--- src/sv/kac_pkg.sv ---
// Shared types, codes and reset constants for the keypad alarm controller.
`default_nettype none
package kac_pkg;

  localparam int KAC_CODE_KEYS = 3;

  localparam int SECRET_W    = 12;
  localparam int THRESH_W    = 10;
  localparam int INTERVAL_W  = 16;
  localparam int TRIES_W     = 4;
  localparam int KEY_W       = 4;
  localparam int SAMPLE_W    = 10;
  localparam int CFG_IDX_W   = 2;
  localparam int CFG_DATA_W  = 16;
  localparam int S_TDATA_W   = 16;
  localparam int M_TDATA_W   = 16;

  localparam logic [SECRET_W-1:0]   SECRET_RST   = 12'h911;
  localparam logic [THRESH_W-1:0]   THRESH_RST   = 10'd100;
  localparam logic [INTERVAL_W-1:0] INTERVAL_RST = 16'd150;
  localparam logic [TRIES_W-1:0]    TRIES_RST    = 4'd2;

  localparam logic [KEY_W-1:0] KEY_A = 4'd10;
  localparam logic [KEY_W-1:0] KEY_C = 4'd12;
  localparam logic [KEY_W-1:0] KEY_D = 4'd13;

  typedef enum logic [2:0] {
    MODE_OFF    = 3'd0,
    MODE_READY  = 3'd1,
    MODE_ARMED  = 3'd2,
    MODE_ALARM  = 3'd3,
    MODE_LOCKED = 3'd4
  } mode_t;

  typedef enum logic [CFG_IDX_W-1:0] {
    CFG_SECRET    = 2'd0,
    CFG_THRESHOLD = 2'd1,
    CFG_INTERVAL  = 2'd2,
    CFG_TRIES     = 2'd3
  } cfg_idx_t;

  typedef struct packed {
    logic [SECRET_W-1:0]   secret_code;
    logic [THRESH_W-1:0]   motion_threshold;
    logic [INTERVAL_W-1:0] blink_interval;
    logic [TRIES_W-1:0]    allowed_wrong_tries;
  } cfg_t;

  typedef struct packed {
    logic              key_valid;
    logic [KEY_W-1:0]  key_code;
    logic [SAMPLE_W-1:0] motion_sample;
  } tick_t;

  typedef struct packed {
    mode_t      mode;
    logic       green_lamp;
    logic       red_lamp;
    logic       latch_open;
    logic       tone_start;
    logic [1:0] entered_count;
    logic       bad_code;
  } result_t;

endpackage
`default_nettype wire

--- src/sv/kac_cfg.sv ---
// Configuration register file for the keypad alarm controller.
`default_nettype none
module kac_cfg
  import kac_pkg::*;
(
  input  wire logic                  clk,
  input  wire logic                  rst,
  input  wire logic                  cfg_wr_en,
  input  wire logic [CFG_IDX_W-1:0]  cfg_index,
  input  wire logic [CFG_DATA_W-1:0] cfg_data,
  output cfg_t                       cfg
);

  always_ff @(posedge clk) begin
    if (rst) begin
      cfg.secret_code         <= SECRET_RST;
      cfg.motion_threshold    <= THRESH_RST;
      cfg.blink_interval      <= INTERVAL_RST;
      cfg.allowed_wrong_tries <= TRIES_RST;
    end else if (cfg_wr_en) begin
      unique case (cfg_index)
        CFG_SECRET:    cfg.secret_code         <= cfg_data[SECRET_W-1:0];
        CFG_THRESHOLD: cfg.motion_threshold    <= cfg_data[THRESH_W-1:0];
        CFG_INTERVAL:  cfg.blink_interval      <= cfg_data[INTERVAL_W-1:0];
        CFG_TRIES:     cfg.allowed_wrong_tries <= cfg_data[TRIES_W-1:0];
        default: ;
      endcase
    end
  end

endmodule
`default_nettype wire

--- src/sv/kac_ctrl.sv ---
// Mode state machine, code entry, wrong-try count and blink timer.
`default_nettype none
module kac_ctrl
  import kac_pkg::*;
#(
  parameter int CODE_KEYS = KAC_CODE_KEYS
) (
  input  wire logic  clk,
  input  wire logic  rst,
  input  wire cfg_t  cfg,
  input  wire logic  fire,
  input  wire tick_t tick,
  output result_t    result
);

  localparam int DIG_W = 4 * CODE_KEYS;
  localparam int CNT_W = $clog2(CODE_KEYS + 1);
  localparam logic [CNT_W-1:0] CNT_FULL = CNT_W'(CODE_KEYS);

  mode_t                 mode, mode_next;
  logic [DIG_W-1:0]      digits, digits_next;
  logic [CNT_W-1:0]      count, count_next;
  logic [TRIES_W-1:0]    wrong_tries, wrong_tries_next;
  logic [INTERVAL_W-1:0] blink_timer, blink_timer_next;
  logic                  blink_phase, blink_phase_next;
  logic                  red, red_next;
  logic                  latch, latch_next;
  logic                  tone, bad;

  logic [DIG_W-1:0]      secret_ext;
  logic [DIG_W+3:0]      shifted;
  logic [DIG_W-1:0]      appended;
  logic                  match, can_append;
  logic                  kv_a, kv_c, kv_d, kv_other;
  logic [CNT_W+1:0]      count_ext;

  // Secret is compared on its low 4*CODE_KEYS bits, zero filled above 12 bits.
  always_comb begin
    for (int i = 0; i < DIG_W; i++) begin
      secret_ext[i] = (i < SECRET_W) ? cfg.secret_code[i] : 1'b0;
    end
  end

  assign shifted    = {digits, tick.key_code};
  assign appended   = shifted[DIG_W-1:0];
  assign can_append = (count < CNT_FULL);
  assign match      = (count == CNT_FULL) && (digits == secret_ext);
  assign kv_a       = tick.key_valid && (tick.key_code == KEY_A);
  assign kv_c       = tick.key_valid && (tick.key_code == KEY_C);
  assign kv_d       = tick.key_valid && (tick.key_code == KEY_D);
  assign kv_other   = tick.key_valid && !kv_a && !kv_c && !kv_d;

  always_comb begin
    mode_next        = mode;
    digits_next      = digits;
    count_next       = count;
    wrong_tries_next = wrong_tries;
    blink_phase_next = blink_phase;
    red_next         = red;
    latch_next       = latch;
    tone             = 1'b0;
    bad              = 1'b0;
    blink_timer_next = (blink_timer != '1) ? blink_timer + 1'b1 : blink_timer;

    unique case (mode)
      MODE_READY: begin
        if (kv_d) begin
          mode_next = MODE_OFF;
        end else if (kv_c) begin
          digits_next = '0;
          count_next  = '0;
        end else if (kv_a) begin
          digits_next = '0;
          count_next  = '0;
          if (match) begin
            mode_next  = MODE_ARMED;
            red_next   = 1'b1;
            latch_next = 1'b0;
          end else begin
            bad = 1'b1;
          end
        end else if (tick.key_valid && can_append) begin
          digits_next = appended;
          count_next  = count + 1'b1;
        end
      end
      MODE_ARMED: begin
        if (kv_c) begin
          digits_next = '0;
          count_next  = '0;
        end else if (kv_a) begin
          digits_next = '0;
          count_next  = '0;
          if (match) begin
            mode_next  = MODE_READY;
            red_next   = 1'b0;
            latch_next = 1'b1;
          end else begin
            bad = 1'b1;
          end
        end else if (kv_other && can_append) begin
          digits_next = appended;
          count_next  = count + 1'b1;
        end
        // Motion is checked after the key unless the key disarmed.
        if (!(kv_a && match) && (tick.motion_sample > cfg.motion_threshold)) begin
          mode_next        = MODE_ALARM;
          digits_next      = '0;
          count_next       = '0;
          wrong_tries_next = '0;
          blink_phase_next = 1'b0;
        end
      end
      MODE_ALARM, MODE_LOCKED: begin
        if (blink_timer_next >= cfg.blink_interval) begin
          blink_timer_next = '0;
          blink_phase_next = !blink_phase;
          red_next         = !blink_phase;
          tone             = 1'b1;
        end
        if (mode == MODE_ALARM) begin
          if (kv_c) begin
            digits_next = '0;
            count_next  = '0;
          end else if (kv_a) begin
            if (match) begin
              mode_next   = MODE_READY;
              digits_next = '0;
              count_next  = '0;
              red_next    = 1'b0;
              latch_next  = 1'b1;
            end else if (wrong_tries < cfg.allowed_wrong_tries) begin
              digits_next      = '0;
              count_next       = '0;
              wrong_tries_next = wrong_tries + 1'b1;
              bad              = 1'b1;
            end else begin
              mode_next        = MODE_LOCKED;
              blink_phase_next = 1'b0;
              bad              = 1'b1;
            end
          end else if (kv_other && can_append) begin
            digits_next = appended;
            count_next  = count + 1'b1;
          end
        end
      end
      default: begin
        // Off, and any stray code, behaves as off.
        mode_next = MODE_OFF;
        if (kv_d) begin
          mode_next   = MODE_READY;
          digits_next = '0;
          count_next  = '0;
          red_next    = 1'b0;
          latch_next  = 1'b1;
        end
      end
    endcase
  end

  always_ff @(posedge clk) begin
    if (rst) begin
      mode        <= MODE_OFF;
      digits      <= '0;
      count       <= '0;
      wrong_tries <= '0;
      blink_timer <= '0;
      blink_phase <= 1'b0;
      red         <= 1'b0;
      latch       <= 1'b0;
    end else if (fire) begin
      mode        <= mode_next;
      digits      <= digits_next;
      count       <= count_next;
      wrong_tries <= wrong_tries_next;
      blink_timer <= blink_timer_next;
      blink_phase <= blink_phase_next;
      red         <= red_next;
      latch       <= latch_next;
    end
  end

  assign count_ext = {2'b00, count_next};

  always_comb begin
    result.mode          = mode_next;
    result.green_lamp    = (mode_next == MODE_READY);
    result.red_lamp      = red_next;
    result.latch_open    = latch_next;
    result.tone_start    = tone;
    result.entered_count = count_ext[1:0];
    result.bad_code      = bad;
  end

  a_locked_sticky: assert property (@(posedge clk) disable iff (rst)
    (mode == MODE_LOCKED) |=> (mode == MODE_LOCKED))
    else $error("locked mode left without reset");

  a_ready_latch: assert property (@(posedge clk) disable iff (rst)
    (mode == MODE_READY) |-> (latch && !red))
    else $error("ready mode with latch closed or red lamp on");

  a_armed_outputs: assert property (@(posedge clk) disable iff (rst)
    (mode == MODE_ARMED) |-> (!latch && red))
    else $error("armed mode with latch open or red lamp off");

  a_count_bound: assert property (@(posedge clk) disable iff (rst)
    count <= CNT_FULL)
    else $error("code entry holds more keys than the code length");

  a_tone_mode: assert property (@(posedge clk) disable iff (rst)
    (fire && tone) |-> ((mode == MODE_ALARM) || (mode == MODE_LOCKED)))
    else $error("tone pulse outside alarm and locked modes");

endmodule
`default_nettype wire

--- src/sv/keypad_alarm_controller_unit.sv ---
// Top level of the keypad alarm controller: input register, control, result register.
//
//  channel | dir | handshake         | contents
//  s       | in  | s_tvalid/s_tready | one tick: key and motion sample
//  m       | out | m_tvalid/m_tready | mode, lamps, latch, tone, count, bad code
//  cfg     | in  | cfg_wr_en         | register index and write data, no wait
//
// A tick is taken every cycle unless m stalls; it passes input, then result register.
// The mode state updates as the tick leaves the input register, so the next tick
// in the register already sees it. rst clears modes, counters and both valid flags;
// configuration returns to its defaults. A stalled m side holds the result and the
// input register; s_tready stays high while the input register can move on.
`default_nettype none
module keypad_alarm_controller_unit
  import kac_pkg::*;
#(
  parameter int CODE_KEYS = KAC_CODE_KEYS
) (
  input  wire logic                  clk,
  input  wire logic                  rst,
  input  wire logic                  s_tvalid,
  output logic                       s_tready,
  // [0] key_valid, [4:1] key_code, [14:5] motion_sample, [15] zero
  input  wire logic [S_TDATA_W-1:0]  s_tdata,
  output logic                       m_tvalid,
  input  wire logic                  m_tready,
  // [2:0] mode, [3] green_lamp, [4] red_lamp, [5] latch_open, [6] tone_start,
  // [8:7] entered_count, [9] bad_code, [15:10] zero
  output logic [M_TDATA_W-1:0]       m_tdata,
  input  wire logic                  cfg_wr_en,
  input  wire logic [CFG_IDX_W-1:0]  cfg_index,
  input  wire logic [CFG_DATA_W-1:0] cfg_data
);

  cfg_t    cfg;
  tick_t   tick;
  result_t result;
  logic    in_valid;
  logic    fire;

  assign fire     = in_valid && (!m_tvalid || m_tready);
  assign s_tready = !in_valid || fire;

  always_ff @(posedge clk) begin
    if (rst) begin
      in_valid <= 1'b0;
    end else if (s_tready) begin
      in_valid <= s_tvalid;
    end
  end

  always_ff @(posedge clk) begin
    if (s_tvalid && s_tready) begin
      tick.key_valid     <= s_tdata[0];
      tick.key_code      <= s_tdata[4:1];
      tick.motion_sample <= s_tdata[14:5];
    end
  end

  kac_cfg u_cfg (
    .clk       (clk),
    .rst       (rst),
    .cfg_wr_en (cfg_wr_en),
    .cfg_index (cfg_index),
    .cfg_data  (cfg_data),
    .cfg       (cfg)
  );

  kac_ctrl #(
    .CODE_KEYS (CODE_KEYS)
  ) u_ctrl (
    .clk    (clk),
    .rst    (rst),
    .cfg    (cfg),
    .fire   (fire),
    .tick   (tick),
    .result (result)
  );

  always_ff @(posedge clk) begin
    if (rst) begin
      m_tvalid <= 1'b0;
    end else if (fire) begin
      m_tvalid <= 1'b1;
    end else if (m_tready) begin
      m_tvalid <= 1'b0;
    end
  end

  // Hold the result beat until it is taken.
  always_ff @(posedge clk) begin
    if (fire) begin
      m_tdata <= {6'b000000, result.bad_code, result.entered_count, result.tone_start,
                  result.latch_open, result.red_lamp, result.green_lamp, result.mode};
    end
  end

endmodule
`default_nettype wire
--- config.mk ---
export PLATFORM = sky130hd
export DESIGN_NAME = keypad_alarm_controller_unit
export DESIGN_NICKNAME = d
export VERILOG_FILES = /design/src/sv/kac_pkg.sv /design/src/sv/kac_cfg.sv /design/src/sv/kac_ctrl.sv /design/src/sv/keypad_alarm_controller_unit.sv
export SDC_FILE = /design/constraint.sdc
export NUM_CORES = 1
export LEC_CHECK = 0
export CORE_MARGIN = 2
export CORE_UTILIZATION = 45
export DETAILED_ROUTE_END_ITERATION = 6
export DONT_BUFFER_PORTS = 1
export PLACE_DENSITY = 0.6
export SETUP_SLACK_MARGIN = 0.1
export SYNTH_ARGS = -nofsm -noshare
export SYNTH_HDL_FRONTEND = slang
export SYNTH_SLANG_ARGS = --single-unit
--- constraint.sdc ---
create_clock -name clk -period 3.8 [get_ports clk]
set_input_delay 0.19 -clock clk [delete_from_list [all_inputs] [get_ports clk]]
set_output_delay 0.19 -clock clk [all_outputs]
set_load 0.005 [all_outputs]
==> metrics.txt <==
Clock Path Buffers 2; post-synthesis simple-gate area fraction between 20 and 25%; Synth Area per Inst 8.794 um^2; vias in the first global route roughly 4,500; post-layout util roughly 52%; Num CTS Buffers 9; peak supply drop 0.3655 mV; ANT nets after route 0; vias 4,704; CTS Sinks 109; Vert. Die Dim between 100 and 150 um; async set-or-reset flop fraction in the synthesized netlist 0%; DR vias/cell approximately 5.4; Starting Density a little under half; CTS tree built; status finished, final reports clean; Synth Flop Type dfxtp_1; sequential area share after synthesis between 40% and 50%; largest net degree at the start of global routing 63; synthesized instance count roughly 670; number of H-tree levels 3; Final Skew approximately 0.011 ns; #FFs+latches synth 109; first-pass GRT wire length approximately 23,000 um; design area between 6000 and 7000 um^2; drt drc 0; crit share post-route approximately 92%; Finished Layout Cells just under 900; I/O pins 57; # fillers roughly 1,200; grt met2 use about a third; number of flops mapped to enable cells by yosys 25; initial antenna violation count 0; pins over their slew limit 0; Sum Neg Setup Slack 0 ns; M1 GR Usage 27.63%; Syn-to-layout area delta 13.25%; dpl ws 0.1524 ns; Starting DRT DRC Count ~330; busiest grt layer met2; clk_lat worst skew 0.36 ns; GR Util All Layers about a fifth; Hold WC Path Type primary input to flop; critical path class flop to flop; RSZ-0062 raised after global routing no; placed cell count ~810; Total Wirelength 13,570 um; 1st-pass router iterations 5; startpoint types flop; GP Congestion 0.9031; Slew HR roughly 25%; Compound-Gate Fraction of Synth Area 17.02%; layout cells sized above 1 between 8 and 9%; clock slew at reported path FFs about 0.070 ns; Worst EP arrival around 3.8 ns; pwr dens around 360 nW/um^2; area post-placement approximately 6000 um^2; CP endpoint kind flop; IO buf count 0; CP Max Fanout 6; mapped cell area roughly 5900 um^2; Max Fclk roughly 0.29 GHz; die area ~14,000 um^2; Die Wd between 100 and 150 um; clock root buffer clkbuf_16; post-synthesis adder-cell area fraction between 7 and 8%; Final Hold Viols 0; fin crit period 3.508 ns; final count of negative-setup-slack endpoints 0; MaxCap Viol Count 0; Core Rows a little over 40; Synth Area in XOR/XNOR ~4.5%; fin worst setup slack ~0.3 ns; DPL Wire Length between 9000 and 10,000 um; Worst Hold Slack 0.05647 ns; largest family of logic cells by synthesized area simple AND/OR/NAND/NOR gates; mux contribution to synthesized area approximately 1.2%; yosys warns 0; Pwr Total around 2.4 mW; n_diodes 0; WL per Instance 15.69 um; Static Leak between 2 and 2.5 nW; Slew @ Worst Pin about 1.1 ns; Layout Nets approximately 760; Netlist cell types 72; GRT met3 Usage under 10%; Core ar. 12,670 um^2; Req. time, crit path 4.09 ns; total grt overflow 0
[per-layer routing]
metal	up-vias	wire, um
met5	-	0
met4	0	171
met3	10	754
met2	120	6151
met1	2191	6491
li1	2383	-
[power by group]
group	total (mW)	internal [mW]	switching, mW
combinational	0.225	0.0928	0.132
clock	0.902	0.458	0.444
sequential	1.25	1.22	0.0235
[synthesized netlist by cell type (all sizes together), types with 7 or more instances]
master	instances	area, um^2
inv	39	146.4
nor2b	8	50.05
edfxtp	25	750.7
o21a	12	90.09
buf	22	137.6
clkbuf	14	52.55
nand3b	9	67.56
nand4	14	87.58
o21ai	11	58.81
nand2	109	409.1
xnor2	27	236.5
dfxtp	84	1682
nor3	11	65.06
and2	9	56.30
ha	32	400.4
a211oi	7	57.55
a21oi	58	297.8
nor2	45	168.9
and3	8	50.05
a22o	12	105.1
nand3	25	130.1
[critical path, cell delays in order, from the launching register on]
cell and delay [ns]:
dfxtp_2 0.39, and4_4 0.28, and4_2 0.29, nand3_1 0.21, nand3_1 0.17, xnor2_1 0.15
ha_1 0.28, and3_1 0.17, a221oi_1 0.34, o22ai_1 0.13, nor3_2 0.23, nand2b_1 0.17
inv_2 0.08, or4_1 0.40, a31oi_1 0.17
[logic make-up (layout without fill, tap and decap cells)]
group,Yosys count,in the layout
flops,109,109
buf+inv,75,96
mux,7,7
compound gates,141,141
simple gates,270,270
other cells,1,6
fa+ha+maj,34,34
xor+xnor,30,30
[worst paths after layout]
kind | from | end | slack (ns) | depth (start not counted)
worst max-delay path | u_ctrl.blink_timer[5] | u_ctrl.blink_timer[2] | 0.29 | 14
worst min-delay path | m_tready | m_tvalid | 0.06 | 3
worst max register to register | u_ctrl.blink_timer[5] | u_ctrl.blink_timer[2] | 0.29 | 14
worst min register to register | u_cfg.cfg[7] | u_cfg.cfg[7] | 0.46 | 2
[state kept, by name, summed over array words and instances (netlist names), 2 cells and up]
| name | flops |
|---|---|
| u_ctrl.blink_timer | 16 |
| tick | 15 |
| u_ctrl.count | 2 |
| u_ctrl.wrong_tries | 4 |
| m_tdata | 10 |
| u_cfg.cfg | 42 |
| u_ctrl.digits | 12 |
| u_ctrl.mode | 3 |
[cells in the final DEF, fill, tap and decap left out, types with 9 or more instances in the layout]
master / n
xnor2_1: 26
dlygate4sd3_1: 32
nand4_1: 14
a21oi_1: 56
ha_1: 31
nand3_1: 23
nand2_1: 108
edfxtp_1: 25
and2_1: 9
dfxtp_1: 80
inv_1: 38
clkbuf_16: 9
o21a_1: 12
o21ai_0: 10
nor3_1: 9
nor2_1: 45
a22o_1: 12
nand3b_1: 9
[layout make-up]
type | instances | area [um^2] | share of cell area, %
Clock buffer | 10 | 229.0 | 3.447
Clock inverter | 6 | 53.80 | 0.8099
Inverter | 39 | 146.4 | 2.204
Multi-Input combinational cell | 488 | 3153 | 47.47
Sequential cell | 109 | 2437 | 36.69
Tap cell | 172 | 215.2 | 3.240
Timing Repair Buffer | 41 | 407.9 | 6.141
[timing repair]
action / in CTS / in global routing
hold endpoints to repair: 77 / 0
buffers inserted: 0 / 2
gates resized for setup: 0 / 12
hold buffers: 33 / 0
endpoints found under the setup margin: 0 / 18
(Power assumes the default switching activity.)
